--- config.mk ---
export PLATFORM = sky130hd
export DESIGN_NAME = base64_stream_encoder_core
export DESIGN_NICKNAME = d
export VERILOG_FILES = /design/src/rtl/core/b64e_pkg.sv /design/src/rtl/core/b64e_front.sv /design/src/rtl/core/b64e_queue.sv /design/src/rtl/core/b64e_back.sv /design/src/rtl/core/base64_stream_encoder_core.sv
export SDC_FILE = /design/constraint.sdc
export NUM_CORES = 1
export LEC_CHECK = 0
export CAP_MARGIN = 15
export CORE_UTILIZATION = 43
export CTS_CLUSTER_DIAMETER = 30
export DETAILED_ROUTE_END_ITERATION = 8
export DONT_BUFFER_PORTS = 1
export GPL_TIMING_DRIVEN = 0
export PLACE_DENSITY = 0.64
export SYNTH_ARGS = -nofsm -noshare
export SYNTH_HDL_FRONTEND = slang
export SYNTH_SLANG_ARGS = --single-unit
--- constraint.sdc ---
create_clock -name clk -period 4.4 [get_ports clk]
set_input_delay 0.88 -clock clk [delete_from_list [all_inputs] [get_ports clk]]
set_output_delay 0.88 -clock clk [all_outputs]
set_load 0.1 [all_outputs]
--- src/rtl/core/b64e_pkg.sv ---
`default_nettype none
package b64e_pkg;

	localparam int QUEUE_DEPTH = 4;

	// Sextet index that selects the pad character
	localparam logic [6:0] PAD_INDEX = 7'd64;

	localparam logic [7:0] ASCII_UPPER_A = 8'h41;
	localparam logic [7:0] ASCII_UPPER_Z = 8'h5A;
	localparam logic [7:0] ASCII_LOWER_A = 8'h61;
	localparam logic [7:0] ASCII_LOWER_Z = 8'h7A;
	localparam logic [7:0] ASCII_DIGIT_0 = 8'h30;
	localparam logic [7:0] ASCII_DIGIT_9 = 8'h39;
	localparam logic [7:0] ASCII_PLUS    = 8'h2B;
	localparam logic [7:0] ASCII_SLASH   = 8'h2F;
	localparam logic [7:0] ASCII_PAD     = 8'h3D;

	typedef struct packed {
		logic [7:0] data_byte;
		logic       last_byte;
	} item_t;

	typedef struct packed {
		logic [7:0] char_code;
		logic       last_char;
	} symbol_t;

	// One 24-bit group ready for output; filled is the byte count (1 to 3)
	typedef struct packed {
		logic [23:0] group;
		logic [1:0]  filled;
		logic        last;
	} group_t;

	function automatic logic [7:0] char_of(input logic [6:0] idx);
		logic [7:0] c;
		logic [7:0] i8;
		i8 = {1'b0, idx};
		if (idx < 7'd26)
			c = ASCII_UPPER_A + i8;
		else if (idx < 7'd52)
			c = ASCII_LOWER_A + i8 - 8'd26;
		else if (idx < 7'd62)
			c = ASCII_DIGIT_0 + i8 - 8'd52;
		else if (idx == 7'd62)
			c = ASCII_PLUS;
		else if (idx == 7'd63)
			c = ASCII_SLASH;
		else
			c = ASCII_PAD;
		return c;
	endfunction

endpackage
`default_nettype wire

--- src/rtl/core/b64e_front.sv ---
`default_nettype none
module b64e_front (
	input  wire                   clk,
	input  wire                   arst_n,
	input  wire                   accept,
	input  b64e_pkg::item_t       item,
	output logic                  enq,
	output b64e_pkg::group_t      grp
);

	logic [15:0] held_q;
	logic [1:0]  count_q;
	logic        hold;

	// Byte joins the open group unless it closes it
	assign hold = (count_q < 2'd2) && !item.last_byte;
	assign enq  = accept && !hold;

	always_comb begin
		grp.last = item.last_byte;
		case (count_q)
			2'd0: begin
				grp.group  = {item.data_byte, 16'h0000};
				grp.filled = 2'd1;
			end
			2'd1: begin
				grp.group  = {held_q[7:0], item.data_byte, 8'h00};
				grp.filled = 2'd2;
			end
			default: begin
				grp.group  = {held_q, item.data_byte};
				grp.filled = 2'd3;
			end
		endcase
	end

	always_ff @(posedge clk or negedge arst_n) begin
		if (!arst_n) begin
			held_q  <= '0;
			count_q <= '0;
		end else if (accept) begin
			if (hold) begin
				held_q  <= {held_q[7:0], item.data_byte};
				count_q <= count_q + 2'd1;
			end else begin
				held_q  <= '0;
				count_q <= '0;
			end
		end
	end

endmodule
`default_nettype wire

--- src/rtl/core/b64e_queue.sv ---
`default_nettype none
module b64e_queue #(
	parameter int DEPTH = b64e_pkg::QUEUE_DEPTH
) (
	input  wire                   clk,
	input  wire                   arst_n,
	input  wire                   enq,
	input  b64e_pkg::group_t      wdata,
	output logic                  full,
	input  wire                   deq,
	output b64e_pkg::group_t      head,
	output logic                  head_vld
);

	localparam int AW = (DEPTH > 1) ? $clog2(DEPTH) : 1;
	localparam int CW = $clog2(DEPTH + 1);

	b64e_pkg::group_t mem [DEPTH];

	logic [AW-1:0] wr_ptr_q, rd_ptr_q;
	logic [CW-1:0] cnt_q;
	logic          head_vld_q;
	logic          head_free, load_mem, load_byp, to_mem;

	// the head register is a show-ahead stage in front of the storage array
	assign head_free = !head_vld_q || deq;
	assign load_mem  = head_free && (cnt_q != '0);
	assign load_byp  = head_free && (cnt_q == '0) && enq;
	assign to_mem    = enq && !load_byp;
	assign full      = ({1'b0, cnt_q} + {{CW{1'b0}}, head_vld_q}) == (CW+1)'(DEPTH);
	assign head_vld  = head_vld_q;

	always_ff @(posedge clk) begin
		if (to_mem)
			mem[wr_ptr_q] <= wdata;
		if (load_mem)
			head <= mem[rd_ptr_q];
		else if (load_byp)
			head <= wdata;
	end

	always_ff @(posedge clk or negedge arst_n) begin
		if (!arst_n) begin
			wr_ptr_q   <= '0;
			rd_ptr_q   <= '0;
			cnt_q      <= '0;
			head_vld_q <= 1'b0;
		end else begin
			if (to_mem)
				wr_ptr_q <= (wr_ptr_q == AW'(DEPTH - 1)) ? '0 : wr_ptr_q + AW'(1);
			if (load_mem)
				rd_ptr_q <= (rd_ptr_q == AW'(DEPTH - 1)) ? '0 : rd_ptr_q + AW'(1);
			if (to_mem && !load_mem)
				cnt_q <= cnt_q + CW'(1);
			else if (load_mem && !to_mem)
				cnt_q <= cnt_q - CW'(1);
			if (head_free)
				head_vld_q <= load_mem || load_byp;
		end
	end

endmodule
`default_nettype wire

--- src/rtl/core/b64e_back.sv ---
`default_nettype none
module b64e_back (
	input  wire                   clk,
	input  wire                   arst_n,
	input  b64e_pkg::group_t      head,
	input  wire                   head_vld,
	output logic                  deq,
	input  wire                   pop,
	output logic                  empty,
	output b64e_pkg::symbol_t     symbol
);

	logic [1:0] k_q;
	logic       out_vld_q;
	logic       adv, emit;
	logic [5:0] sextet;
	logic [6:0] idx;

	assign adv   = !out_vld_q || pop;
	assign emit  = adv && head_vld;
	assign deq   = emit && (k_q == 2'd3);
	assign empty = !out_vld_q;

	always_comb begin
		case (k_q)
			2'd0:    sextet = head.group[23:18];
			2'd1:    sextet = head.group[17:12];
			2'd2:    sextet = head.group[11:6];
			default: sextet = head.group[5:0];
		endcase
		// positions past the last byte carry no message bits
		idx = (k_q > head.filled) ? b64e_pkg::PAD_INDEX : {1'b0, sextet};
	end

	always_ff @(posedge clk) begin
		if (emit) begin
			symbol.char_code <= b64e_pkg::char_of(idx);
			symbol.last_char <= head.last && (k_q == 2'd3);
		end
	end

	always_ff @(posedge clk or negedge arst_n) begin
		if (!arst_n) begin
			k_q       <= '0;
			out_vld_q <= 1'b0;
		end else begin
			if (adv)
				out_vld_q <= head_vld;
			if (emit)
				k_q <= k_q + 2'd1;
		end
	end

endmodule
`default_nettype wire

--- src/rtl/core/base64_stream_encoder_core.sv ---
// Base64 stream encoder (standard alphabet, '=' padding).
// Input channel: push/full carries one byte per beat in item, with
// last_byte set on the final byte of a message. A beat is taken at a
// clock edge with push high and full low.
// Result channel: empty/pop. While empty is low, symbol holds the oldest
// character; it leaves at an edge with pop high. Each group of three
// bytes, or the shorter group closed by last_byte, yields four beats;
// the fourth beat of a closing group has last_char set.
// The first character of a group passes the queue's head register and
// then the output register before it shows on symbol.
// The output side runs one character per cycle while pop keeps up and
// the queue holds a group, so a long message yields four characters per
// three bytes and a stream of one-byte messages four per byte. The character
// serializer sets that rate; a group queue of QUEUE_DEPTH entries sits
// between the byte packer and the serializer.
// Reset clears the partial group, the queue and the output stage; empty
// goes high and full low. When pop is held low the output stage keeps its
// beat, the queue fills and full rises until the receiver resumes.
`default_nettype none
module base64_stream_encoder_core #(
	parameter int QUEUE_DEPTH = b64e_pkg::QUEUE_DEPTH
) (
	input  wire                   clk,
	input  wire                   arst_n,
	input  wire                   push,
	output logic                  full,
	input  b64e_pkg::item_t       item,
	output logic                  empty,
	input  wire                   pop,
	output b64e_pkg::symbol_t     symbol
);

	logic             accept;
	logic             enq, deq, head_vld;
	b64e_pkg::group_t grp, head;

	assign accept = push && !full;

	// front: packs bytes into groups
	b64e_front u_front (
		.clk    (clk),
		.arst_n (arst_n),
		.accept (accept),
		.item   (item),
		.enq    (enq),
		.grp    (grp)
	);

	// group queue between packer and serializer
	b64e_queue #(
		.DEPTH (QUEUE_DEPTH)
	) u_queue (
		.clk      (clk),
		.arst_n   (arst_n),
		.enq      (enq),
		.wdata    (grp),
		.full     (full),
		.deq      (deq),
		.head     (head),
		.head_vld (head_vld)
	);

	// back: four characters per group, one per cycle while pop is high
	b64e_back u_back (
		.clk      (clk),
		.arst_n   (arst_n),
		.head     (head),
		.head_vld (head_vld),
		.deq      (deq),
		.pop      (pop),
		.empty    (empty),
		.symbol   (symbol)
	);

endmodule
`default_nettype wire

# After elaboration in Yosys (flattened, before gate mapping)
# Memories as Yosys holds them, arrays and structs flattened.
# Index checks and enable logic that the tools add are counted.
[word_totals]
register_bits = 65
ramBits = 108
output_inout_bits = 11
mem_count = 1
[op_classes]
n_addsub = 12
order_cmp = 5
eq_ne = 9
n_mux = 18
reduce_logical = 29
[mem_list]
columns = ["memory", "words", "word_bits", "read_ports", "rd_clocked_by_memory_dff", "write_ports", "line", "text"]
rows = [
  ["u_queue.mem", 4, 27, 1, 0, 1, "b64e_queue.sv:18", "b64e_pkg::group_t mem [DEPTH];"],
]
[op_table]
columns = ["cell", "n"]
rows = [
  ["27-bit two-way mux", 2],
  ["26-bit case mux with 2 select lines", 1],
  ["8-bit two-way mux", 4],
  ["6-bit case mux with 3 select lines", 1],
  ["7-bit by 7-bit adder with 8-bit output, first input constant", 2],
  ["16-bit two-way mux", 1],
  ["7-bit by 6-bit == test with 1-bit output, second input constant", 2],
  ["7-bit by 6-bit < comparator with 1-bit output, second input constant", 2],
  ["1-bit logical AND", 12],
  ["2-bit by 1-bit adder with 2-bit output, second input constant", 4],
  ["6-bit by 7-bit adder with 8-bit output, first input constant", 1],
  ["2-bit == test, second input constant", 4],
  ["1-bit zero test", 8],
  ["8-bit by 5-bit subtractor with 8-bit output, second input constant", 1],
  ["8-bit by 6-bit subtractor with 8-bit output, second input constant", 1],
  ["7-bit by 5-bit < comparator with 1-bit output, second input constant", 1],
  ["7-bit two-way mux", 1],
  ["2-bit two-way mux", 3],
  ["3-bit two-way mux", 2],
  ["5-bit two-way mux", 1],
  ["3-bit by 1-bit adder with 4-bit output", 1],
  ["2-bit by 1-bit == test with 1-bit output, second input constant", 2],
  ["4-bit by 3-bit == test with 1-bit output, second input constant", 1],
  ["2-bit zero test", 2],
  ["other kinds (9)", 13],
]

# Longest topological paths before layout
# Gate-level depths: netlist of run 1.
[depth]
word_depth = 13
depth_mapped = 12
ltp_nobuf = 11

# Cells and area by module
# Synthesis of run 1 repeated with hierarchy kept, for this count alone.
[hier_totals]
hier_cells = 505
area_unflattened_um2 = 7931.4
[by_module_without_submodules]
columns = ["module", "instances", "cells_each", "area_per_inst_um2", "seq_area_each_um2"]
rows = [
  ["b64e_queue", 1, 253, 5644.2, 4254.1],
  ["b64e_front", 1, 133, 1153.6, 450.4],
  ["b64e_back", 1, 118, 1119.8, 345.3],
  ["base64_stream_encoder_core", 1, 1, 13.8, 0.0],
]

# Least setup slack after synthesis of run 1
# Ideal clock, no wire load.
[synth_path]
path_kind = "register to output"
startpoint = "register u_queue.cnt_q[0]"
endpoint = "output port full"
arrival_time_ns = 3.010
t_required_ns = 3.520
setup_slack_ns = 0.510
path_stages_with_launch = 6
path_buffers = 0
cell_sequence = "dfrtp_1 > ha_1 > ha_1 > nor2b_1 > a21oi_1 > nor3_1"
[synth_between]
elab_chain_cells = 2
[synth_rtl]
columns = ["item", "line", "text"]
rows = [
  ["start: declaration", "b64e_queue.sv:21", "logic [CW-1:0] cnt_q;"],
  ["start signal: assignment", "b64e_queue.sv:54", "cnt_q <= cnt_q + CW'(1);"],
  ["start signal: assignment", "b64e_queue.sv:56", "cnt_q <= cnt_q - CW'(1);"],
  ["3-bit by 1-bit adder with 4-bit output", "b64e_queue.sv:30", "assign full = ({1'b0, cnt_q} + {{CW{1'b0}}, head_vld_q}) == (CW+1)'(DEPTH);"],
  ["4-bit by 3-bit == test with 1-bit output", "b64e_queue.sv:30", ""],
  ["end: declaration", "base64_stream_encoder_core.sv:26", "output logic full,"],
]
# No other way between the ends.

# Worst setup path in the final report of run 1
[layout_path]
startpoint = "register u_queue.cnt_q[0]"
endpoint = "memory u_queue.mem[2][10] (netlist bit) (enable)"
[layout_between]
elab_chain_cells = 10
elab_cells_between_ends = 12
classes_between = "add/sub: 1; eq/ne: 1; mux: 2; reduce/logical: 8"
[layout_rtl]
columns = ["item", "line", "text"]
rows = [
  ["3-bit by 1-bit adder with 4-bit output", "b64e_queue.sv:30", ""],
  ["4-bit by 3-bit == test with 1-bit output", "b64e_queue.sv:30", ""],
  ["1-bit zero test", "base64_stream_encoder_core.sv:37", "assign accept = push && !full;"],
  ["1-bit logical AND", "base64_stream_encoder_core.sv:37", ""],
  ["1-bit logical AND", "b64e_front.sv:17", "assign enq = accept && !hold;"],
  ["1-bit logical AND", "b64e_queue.sv:28", "assign load_byp = head_free && (cnt_q == '0) && enq;"],
  ["1-bit zero test", "b64e_queue.sv:29", "assign to_mem = enq && !load_byp;"],
  ["1-bit logical AND *", "b64e_queue.sv:29", ""],
  ["1-bit two-way mux *", "b64e_queue.sv:34", "if (to_mem)"],
  ["1-bit two-way mux (not written as such) *", "b64e_queue.sv:35", "mem[wr_ptr_q] <= wdata;"],
  ["end: declaration", "b64e_queue.sv:18", ""],
]
# Mark *: on every way between the ends. The rest lies on a longest branch, timed or not.

==> results of run 1 <==
layer usage:
metal / track usage [%] / part of all wire, % / vias to the layer above
met2: 29.28 / 49 / 104
met5: 0 / 0 / -
met3: 4.452 / 4.4 / 22
li1: - / - / 1894
met1: 24.36 / 45 / 2153
met4: 6.367 / 1.6 / 0
cell type report:
type,instances,area (um^2)
buffer,19,86.33
multi-input combinational,263,2485
tap,225,281.5
timing repair buffer,2,30.03
clock buffer,18,429.2
fill,1440,8753
clock inverter,14,167.7
inverter,19,73.82
sequential,173,5050
how the worst min path moves through the flow:
stage,startpoint,endpoint,slack [ps],depth (start not counted)
2_1_floorplan,u_front.held_q[10],u_front.held_q[10],470,1
3_3_place_gp,u_front.held_q[12],u_front.held_q[12],490,1
3_5_place_dp,u_front.held_q[11],u_front.held_q[11],490,1
4_1_cts,arst_n,u_back.out_vld_q,130,0
5_1_grt,arst_n,u_back.k_q[1],120,0
6_report,arst_n,u_back.k_q[0],140,0
registers in the layout (all words and copies together), names as in the netlist:
name              count
u_back.k_q            2
u_back.out_vld_q      1
u_back.symbol         9
u_front.count_q       2
u_front.held_q       16
u_queue.cnt_q         3
u_queue.head         27
u_queue.head_vld      1
u_queue.mem         108
u_queue.rd_ptr_q      2
u_queue.wr_ptr_q      2
cells by family (layout without fill, tap and decap cells):
group	Yosys count	in the layout	synth area share (%)
xor+xnor	7	7	0.7981
compound gates	82	82	8.795
mux	59	59	12.59
other cells	1	1	0.04881
fa+ha+maj	25	25	4.169
buf+inv	38	72	2.085
simple gates	89	89	5.782
flops	173	173	65.73
worst max-delay path, stage by stage, from the launching register on:
cell and delay (ps):
dfrtp_1 440, ha_1 220, ha_1 190, nor2b_1 130
a21oi_1 200, o31ai_1 130, or2_1 230, a21oi_1 360
and2_2 790
cell usage in the layout (no fill, tap or decap), drive strengths merged, types with 3 or more instances in the layout:
cell type	synthesis	routed
a21oi	10	10
nor2b	4	4
nor3b	3	3
clkinv	0	3
nand2b	3	3
nand2	39	39
inv	19	22
xor2	3	3
buf	8	10
bufinv	0	3
clkbuf	11	29
xnor2	4	4
dfrtp	29	29
a2bb2oi	4	4
a22oi	13	13
nand3	3	3
mux4	27	27
o21ai	7	7
edfxtp	144	144
clkinvlp	0	5
a31oi	3	3
a22o	26	26
and2	15	15
nor2	11	11
mux2	31	31
ha	24	24
nor3	7	7
power by group:
part	leakage, nW	switching (mW)	total, mW	internal (mW)
Clock	0.277	0.620	1.51	0.893
Combinational	1.12	1.53	2.59	1.05
Sequential	1.70	0.435	2.81	2.37
Total	3.10	2.59	6.91	4.32
per-stage QoR:
stage	utilization (%)	setup slack, ps	hold WS, ps	power [mW]
2_1_floorplan	-	510.2	472.8	4.735
3_3_place_gp	45.88	428.6	490.2	5.302
3_5_place_dp	46.13	1289	490.7	5.421
4_1_cts	49.57	1271	126.5	6.946
5_1_grt	49.57	1020	119.9	7.296
6_report	49.57	1305	140.3	6.906
==> results.ini, run 1 <==
[status]
status = completed

[sta]
finalCritPeriodShare_pct = 70.35
fmax_ghz = 0.3231
worstMarginPinSlew_ps = 908.1
drv_slew = 0
timing.final.crit_period_ps = 3095
slew_headroom_pct = 39.59
skew_ps = 9.835
tns_ps = 0
hold_violations = 0
finalSetupViolCount = 0
rsz0062_at_grt = no

[critical_path]
startpoint_type = flop
required_ps = 4450
arrival_ps = 3150
reg2reg_depth = 8
reg2reg_from = u_queue.cnt_q[0]
cp_max_fo = 27
cp-endpoint = u_queue.mem[2][10]
reg2reg_slack_ps = 1300
path_class = reg2reg
startpoint = u_queue.cnt_q[0]
worst_r2r_endpoint = u_queue.mem[2][10]
worstSetupEndpointType = flop

[grt]
gr-total-overflow = 0
first_global_vias = 4253
grt.total_usage_pct = 18.30
antenna_found_initial = 0
grt_max_degree = 30
grt_pass1_wl_um = 24160

[die]
die_w_um = 135.7
fp.dieH_um = 135.7
rows = 48
coreArea_um2 = 17360
top_level_ports = 24
die_area_um2 = 18410
start_util_pct = 44.26

[logic_synthesis]
async_flop_share_pct = 16.76
syn_inst = 474
synth_cell_types = 58
synth_area_leaders = edfxtp_1 56%, dfrtp_1 9.4%, mux4_2 7.9%
yosysTopAreaCell = edfxtp_1
yosysTopAreaCellShare_pct = 56.29
yosysSeqAreaShare_pct = 65.73
synth_area_per_cell_um2 = 16.21
syn_area_um2 = 7682
syn_nets = 512
synth_most_common_cell = edfxtp_1
synth_warnings = 0
synth_ff_type = edfxtp_1
synth_common_cells = 144 x edfxtp_1, 37 x nand2_1, 29 x dfrtp_1, 27 x mux4_2, 26 x a22o_1
ys_ff_latch = 173
synth-edff-count = 144

[place]
place_congestion = 0.8116
dpl_cell_area_um2 = 8006
numPortBuffers = 0
dp_hpwl_um = 10070
placed_cells = 701

[pwr]
leakage_nw = 3.099
p_per_area_nw_per_um2 = 802.7
ir_drop_uv = 435.2

[clock_network]
htree_levels = 4
cts_hold_buf = 0
numCtsBuffers = 17
cts_sinks = 173
cts-resized-gates = 0
cts_tree = built
cts.path.max_buffers = 2
cts.clk_slew.worst_paths_ps = 60
clock_latency_ps = 430
cts_setup_buffers = 0
root_buffer = clkbuf_16

[cells_and_area]
nNetsFinal = 533
final_area_um2 = 8603
layoutNonFillerInstCount = 733
drive_gt1_share_pct = 19.69
diodes = 0
areaGrowthSynthToFinish_pct = 11.99

[routing]
wl_um = 15340
via_per_inst = 5.693
drc = 0
vias = 4173
drt_iter0_markers = 291
firstDrtPassIters = 5
ant_nets = 0
routedWlPerCell_um = 20.93

[run]
drv_cap = 0

[hold_path]
hold_class = in2async

Note: power is estimated with default switching activity, not from simulation.
==> run 2: changes to the inputs <==
- PLACE_DENSITY: 0.64 -> 0.66
- clock period: 4.4 -> 2.6 ns (I/O delays scaled with it)
==> run 2 against run 1 <==
  * The flow now finishes with violations (negative setup slack)
  * Clock power rose by 74%
  * Worst hold slack improved by 39 ps
  * Cell count up 1.9%
  * Utilization increased by 1.8 points
  * Final area up 3.6%
  * Critical path type is now reg2out
  * Combinational power is 94% higher
  * Worst setup slack worse by 1400 ps
  * Via count rose by 0.86%
  * Total power is 79% higher
  * First-iteration DRC count increased by 16%
  * Flip-flop and latch count unchanged
  * Die area is the same
==> results.ini, run 2 (synthesis results as in run 1) <==
[cells_and_area]
drive_gt1_share_pct = 25.86  ; +6.2 points
postLayoutCoreUtil_pct = 51.34  ; +1.8 points
largest_reg_flops = 108  ; unchanged
regMostFlops = u_queue.mem
top_regs = u_queue.mem (108), u_queue.head (27), u_front.held_q (16)
final_cell_mix = 144 x edfxtp_1, 33 x nand2_1, 27 x mux4_2
areaGrowthSynthToFinish_pct = 15.99
final_common_cell = edfxtp_1
final_area_um2 = 8911  ; +3.6%
layoutNonFillerInstCount = 747  ; +1.9%
diodes = 0  ; unchanged
nNetsFinal = 547  ; +2.6%

[clock_network]
numCtsBuffers = 17  ; unchanged
htree_levels = 4  ; unchanged
clock_latency_ps = 430  ; about the same
cts.clk_slew.worst_paths_ps = 70  ; about the same
root_buffer = clkbuf_16
cts_tree = built
cts_sinks = 173  ; unchanged
cts.path.max_buffers = 2  ; unchanged

[critical_path]
crit_family = simple AND/OR/NAND/NOR gates
path_class = reg2out
arrival_ps = 2150  ; -1000 ps
path_cells = ha_4, ha_4, nor2b_2, a21oi_2, nor3_4
required_ps = 2080  ; -2370 ps
cp_max_fo = 2  ; -93%
max_stage_delay_ps = 760  ; -30 ps
crit_path_top_delay_cell = nor3_4
cp_common_cell = ha_4
path_buf_inv = 0  ; unchanged
worstSetupEndpointType = primary output
startpoint_type = flop

[sta]
skew_ps = 9.031  ; -0.8042 ps
worstMarginPinSlew_ps = 993.2  ; +85.07 ps
holdWs_ps = 179.5  ; +39.24 ps
tns_ps = -71.37  ; -71.37 ps
setup_ws_ps = -71.37  ; -1376 ps
slew_headroom_pct = 33.57  ; -6.0 points
timing.final.crit_period_ps = 2671
rsz0062_at_grt = yes
hold_violations = 0  ; unchanged
finalCritPeriodShare_pct = 102.7
finalSetupViolCount = 1  ; +1
drv_slew = 0  ; unchanged
fmax_ghz = 0.3743

[pwr]
leakage_nw = 3.206  ; +3.5%
ir_drop_uv = 894.8  ; +110%
power.total_mw = 12.39  ; +79%
p_per_area_nw_per_um2 = 1390  ; +73%

[place]
dp_hpwl_um = 9957  ; -1.2%
placed_cells = 699  ; -0.29%
numPortBuffers = 0  ; unchanged
dpl_cell_area_um2 = 7988  ; -0.23%
pre_cts_slack_ps = -624.6  ; -1913 ps
place_congestion = 0.8333  ; +2.7%

[grt]
gr-total-overflow = 0  ; unchanged
grt_max_degree = 30  ; unchanged
grt.total_usage_pct = 18.60  ; +0.29 points
first_global_vias = 4411  ; +3.7%
antenna_found_initial = 0  ; unchanged
grt_pass1_wl_um = 24640  ; +2.0%

[routing]
via_per_inst = 5.635  ; -1.0%
wl_um = 15910  ; +3.7%
ant_nets = 0  ; unchanged
routedWlPerCell_um = 21.29  ; +1.8%
vias = 4209  ; +0.86%
drc = 0  ; unchanged
drt_iter0_markers = 337  ; +16%
firstDrtPassIters = 5  ; unchanged

[status]
status = finished, violations left
violations = negative setup slack

[die]
die_area_um2 = 18410  ; unchanged
die_w_um = 135.7  ; unchanged
top_level_ports = 24  ; unchanged
coreArea_um2 = 17360  ; unchanged
rows = 48  ; unchanged
fp.dieH_um = 135.7  ; unchanged
start_util_pct = 44.26  ; unchanged

[run]
drv_cap = 0  ; unchanged

[hold_path]
hold_class = in2reg

## run 2: power by group
| group | switching, mW | total, mW | internal (mW) |
|---|---|---|---|
| combinational | 2.87 | 5.02 | 2.15 |
| sequential | 0.731 | 4.74 | 4.01 |
| clock | 1.04 | 2.62 | 1.58 |
## run 2: per-layer routing
layer  track usage [%]  vias up  share of wire (%)
met5                 0        -                  0
met4             7.928        0                2.0
met3             3.741       22                3.1
met2             31.07       86                 52
met1             23.51     2176                 43
li1                  -     1925                  -
## run 2: area by class of cell
| cell class | count | area (um^2) |
|---|---|---|
| fill | 1378 | 8446 |
| multi-input combinational | 268 | 2684 |
| clock buffer | 26 | 554.3 |
| clock inverter | 6 | 66.31 |
| buffer | 17 | 85.08 |
| inverter | 19 | 73.82 |
| sequential | 173 | 5054 |
| tap | 225 | 281.5 |
| timing repair buffer | 13 | 112.6 |
## run 2: worst paths after layout
check	from	endpoint	slack, ps	cells past startpoint
min in group asynchronous	arst_n	u_queue.head_vld	510	2
max in group asynchronous	arst_n	u_queue.cnt_q[0]	1900	2
worst min-delay path	item[0]	u_queue.mem[0][0]	180	0
worst max register to register	u_back.k_q[0]	u_back.symbol[3]	100	9
worst max-delay path	u_queue.head_vld	full	-70	5
worst min register to register	u_front.held_q[10]	u_front.held_q[10]	510	1
## run 2: what timing repair did
action	4_1_cts	5_1_grt
gates resized for setup	25	16
pin swaps	8	5
endpoints found under the setup margin	150	43
cloned	5	0
hold buffers	2	0
hold endpoints to repair	29	0
setup buffers	2	9
==> run 3: changes to the inputs <==
- SYNTH_HIERARCHICAL: not set -> 1
==> run 3 against run 2 <==
  * The flow still finishes with violations (negative setup slack)
  * Cell count rose by 8.2%
  * Maximum frequency shrank 19%
  * Register-to-register slack lost 810 ps
  * Global-route usage increased by 0.81 points
  * Via count increased by 8.6%
  * Critical path type is now reg2reg
  * Largest power group unchanged
==> results.ini, run 3 <==
[critical_path]
path_buf_inv = 1  ; +1
cp_common_cell = ha_4
arrival_ps = 3620  ; +1470 ps
worstSetupEndpointType = flop
cp-endpoint = u_queue/cnt_q[1]
required_ps = 2910  ; +830 ps
reg2reg_slack_ps = -710  ; -810 ps
startpoint_type = flop
cp_max_fo = 2  ; unchanged
path_class = reg2reg
max_stage_delay_ps = 870  ; +110 ps
crit_family = simple AND/OR/NAND/NOR gates
path_cells = ha_4, ha_4, a21oi_2, mux2i_2, nor3_4, nor2b_4, buf_6, and2_4, nand3b_1, fa_1, nand2b_1, o32a_1, o21ai_1
reg2reg_depth = 13  ; +4
worst_r2r_endpoint = u_queue/cnt_q[1]
cp_num_cells = 13  ; +8
reg2reg_from = u_queue/cnt_q[0]
crit_path_top_delay_cell = nor3_4
startpoint = u_queue/cnt_q[0]

[clock_network]
root_buffer = clkbuf_16
clock_latency_ps = 420  ; about the same
cts_sinks = 173  ; unchanged
cts_tree = built
numCtsBuffers = 17  ; unchanged
cts.clk_slew.worst_paths_ps = 70  ; about the same
htree_levels = 4  ; unchanged
cts.path.max_buffers = 2  ; unchanged

[place]
dpl_cell_area_um2 = 8304  ; +4.0%
pre_cts_slack_ps = -1114  ; -489.7 ps
numPortBuffers = 0  ; unchanged
place_congestion = 0.8630  ; +3.6%
dp_hpwl_um = 10150  ; +1.9%

[logic_synthesis]
ys_ff_latch = 173  ; unchanged
synth_ff_type = edfxtp_1
synth_area_leaders = edfxtp_1 55%, dfrtp_1 9.1%, mux4_2 7.7%
synth-edff-count = 144  ; unchanged
yosysTopAreaCell = edfxtp_1
synth_cell_types = 61  ; +5.2%
synth_most_common_cell = edfxtp_1
yosysSeqAreaShare_pct = 63.67  ; -2.1 points
syn_inst = 505  ; +6.5%
synth_area_per_cell_um2 = 15.71  ; -3.1%
synth_common_cells = 144 x edfxtp_1, 41 x nand2_1, 34 x inv_1, 29 x dfrtp_1, 27 x mux4_2
async_flop_share_pct = 16.76  ; unchanged
synth_warnings = 6  ; +6
yosysTopAreaCellShare_pct = 54.52  ; -1.8 points
syn_area_um2 = 7931  ; +3.2%
syn_nets = 540  ; +5.5%

[sta]
setup_ws_ps = -714.9  ; -643.6 ps
holdWs_ps = 227.0  ; +47.46 ps
skew_ps = 11.21  ; +2.175 ps
fmax_ghz = 0.3017  ; -19%
drv_slew = 0  ; unchanged
finalSetupViolCount = 163  ; +162
finalCritPeriodShare_pct = 127.5  ; +25 points
hold_violations = 0  ; unchanged
worstMarginPinSlew_ps = 1076  ; +83.06 ps
timing.final.crit_period_ps = 3315  ; +643.6 ps
slew_headroom_pct = 28.02  ; -5.6 points
rsz0062_at_grt = yes
tns_ps = -86090  ; -86020 ps

[die]
die_area_um2 = 18990  ; +3.2%
rows = 49  ; +2.1%
coreArea_um2 = 18020  ; +3.8%
start_util_pct = 44.00  ; -0.26 points
fp.dieH_um = 137.8  ; +1.6%
top_level_ports = 24  ; unchanged
die_w_um = 137.8  ; +1.6%

[status]
status = finished, violations left
violations = negative setup slack

[cells_and_area]
areaGrowthSynthToFinish_pct = 19.39
regMostFlops = u_queue/mem
final_common_cell = edfxtp_1
nNetsFinal = 601  ; +9.9%
final_area_um2 = 9469  ; +6.3%
diodes = 0  ; unchanged
top_regs = u_queue/mem (108), u_queue/head (27), u_front/held_q (16)
final_cell_mix = 144 x edfxtp_1, 32 x inv_1, 31 x nand2_1
drive_gt1_share_pct = 36.96  ; +11 points
largest_reg_flops = 108  ; unchanged

[run]
drv_cap = 0  ; unchanged

[grt]
grt.total_usage_pct = 19.40  ; +0.81 points
gr-total-overflow = 0  ; unchanged
antenna_found_initial = 0  ; unchanged
grt_max_degree = 30  ; unchanged
grt_pass1_wl_um = 26240  ; +6.5%
first_global_vias = 4525  ; +2.6%

[pwr]
ir_drop_uv = 931.6  ; +4.1%
leakage_nw = 3.431  ; +7.0%
p_per_area_nw_per_um2 = 1347  ; -3.1%

[routing]
wl_um = 17040  ; +7.1%
routedWlPerCell_um = 21.09  ; -0.98%
drc = 0  ; unchanged
firstDrtPassIters = 5  ; unchanged
via_per_inst = 5.658  ; +0.42%
vias = 4572  ; +8.6%
drt_iter0_markers = 410  ; +22%
ant_nets = 0  ; unchanged

[hold_path]
hold_class = in2reg

-- run 3: cell types whose count changed after synthesis, sizes merged, moves of 7 or more --
cell    previous run  this run
a22o              26         0
buf                8        20
clkbuf            11         4
inv               19        38
o22ai              2        17
o31ai              1        16
-- run 3: logic make-up (layout without fill, tap and decap cells) --
logic type / Yosys count / count (layout) / synth area share (%)
AOI/OAI and AO/OA: 83 / 83 / 8.629
xor gates and xnor gates: 6 / 6 / 0.6626
adders and majority gates: 22 / 22 / 3.565
buffers and inverters: 62 / 124 / 3.802
DFF: 173 / 173 / 63.67
muxes: 64 / 64 / 13.33
other: 1 / 1 / 0.04728
and+or+nand+nor: 94 / 106 / 6.295
-- run 3: area by class of cell --
cell class	instances	area (um^2)
multi-input combinational	282	2874
clock inverter	13	103.9
inverter	38	142.6
clock buffer	19	464.2
sequential	173	5052
tap	229	286.5
timing repair buffer	32	370.4
buffer	22	175.2
fill	1438	8556
-- run 3: how the worst min path moves through the flow --
stage / from / to / slack [ps] / cells after the start
CTS: item[2] / u_front/held_q[1] / 200 / 2
finish: item[2] / u_front/held_q[1] / 230 / 2
global placement: arst_n / u_back/k_q[0] / 230 / 0
global route: item[5] / u_front/held_q[4] / 210 / 2
detailed placement: arst_n / u_back/k_q[0] / 220 / 0
floorplan: arst_n / u_back/k_q[0] / 220 / 0
-- run 3: repair_timing --
action                                  in CTS  in global routing
hold buffers                                 2                  0
gates resized for setup                     57                 11
endpoints found under the hold margin       29                  0
endpoints found under the setup margin     162                165
cloned                                      15                  3
setup buffers                               21                  6
pin swaps                                   25                 12
-- run 3: report_power, final --
group / internal, mW / switching (mW)
Clock: 1.32 / 1.07
Combinational: 2.48 / 3.10
Sequential: 4.06 / 0.720
Total: 7.86 / 4.89
-- run 3: routing by layer --
layer / up-vias / share of wire, % / routed length (um) / track usage [%]
met5: - / 0 / 0 / 0
li1: 2087 / - / - / -
met1: 2328 / 43 / 7334 / 24.93
met2: 139 / 51 / 8717 / 32.36
met4: 0 / 1.6 / 281 / 7.548
met3: 18 / 4.1 / 705 / 3.826
-- run 3: through the flow --
stage | power [mW] | std cells | utilization (%)
2_1_floorplan | 8.485 | 505 | -
6_report | 12.75 | 808 | 52.53
3_5_place_dp | 9.603 | 735 | 46.07
5_1_grt | 13.42 | 808 | 52.53
4_1_cts | 12.62 | 803 | 51.86
3_3_place_gp | 9.411 | 734 | 45.99
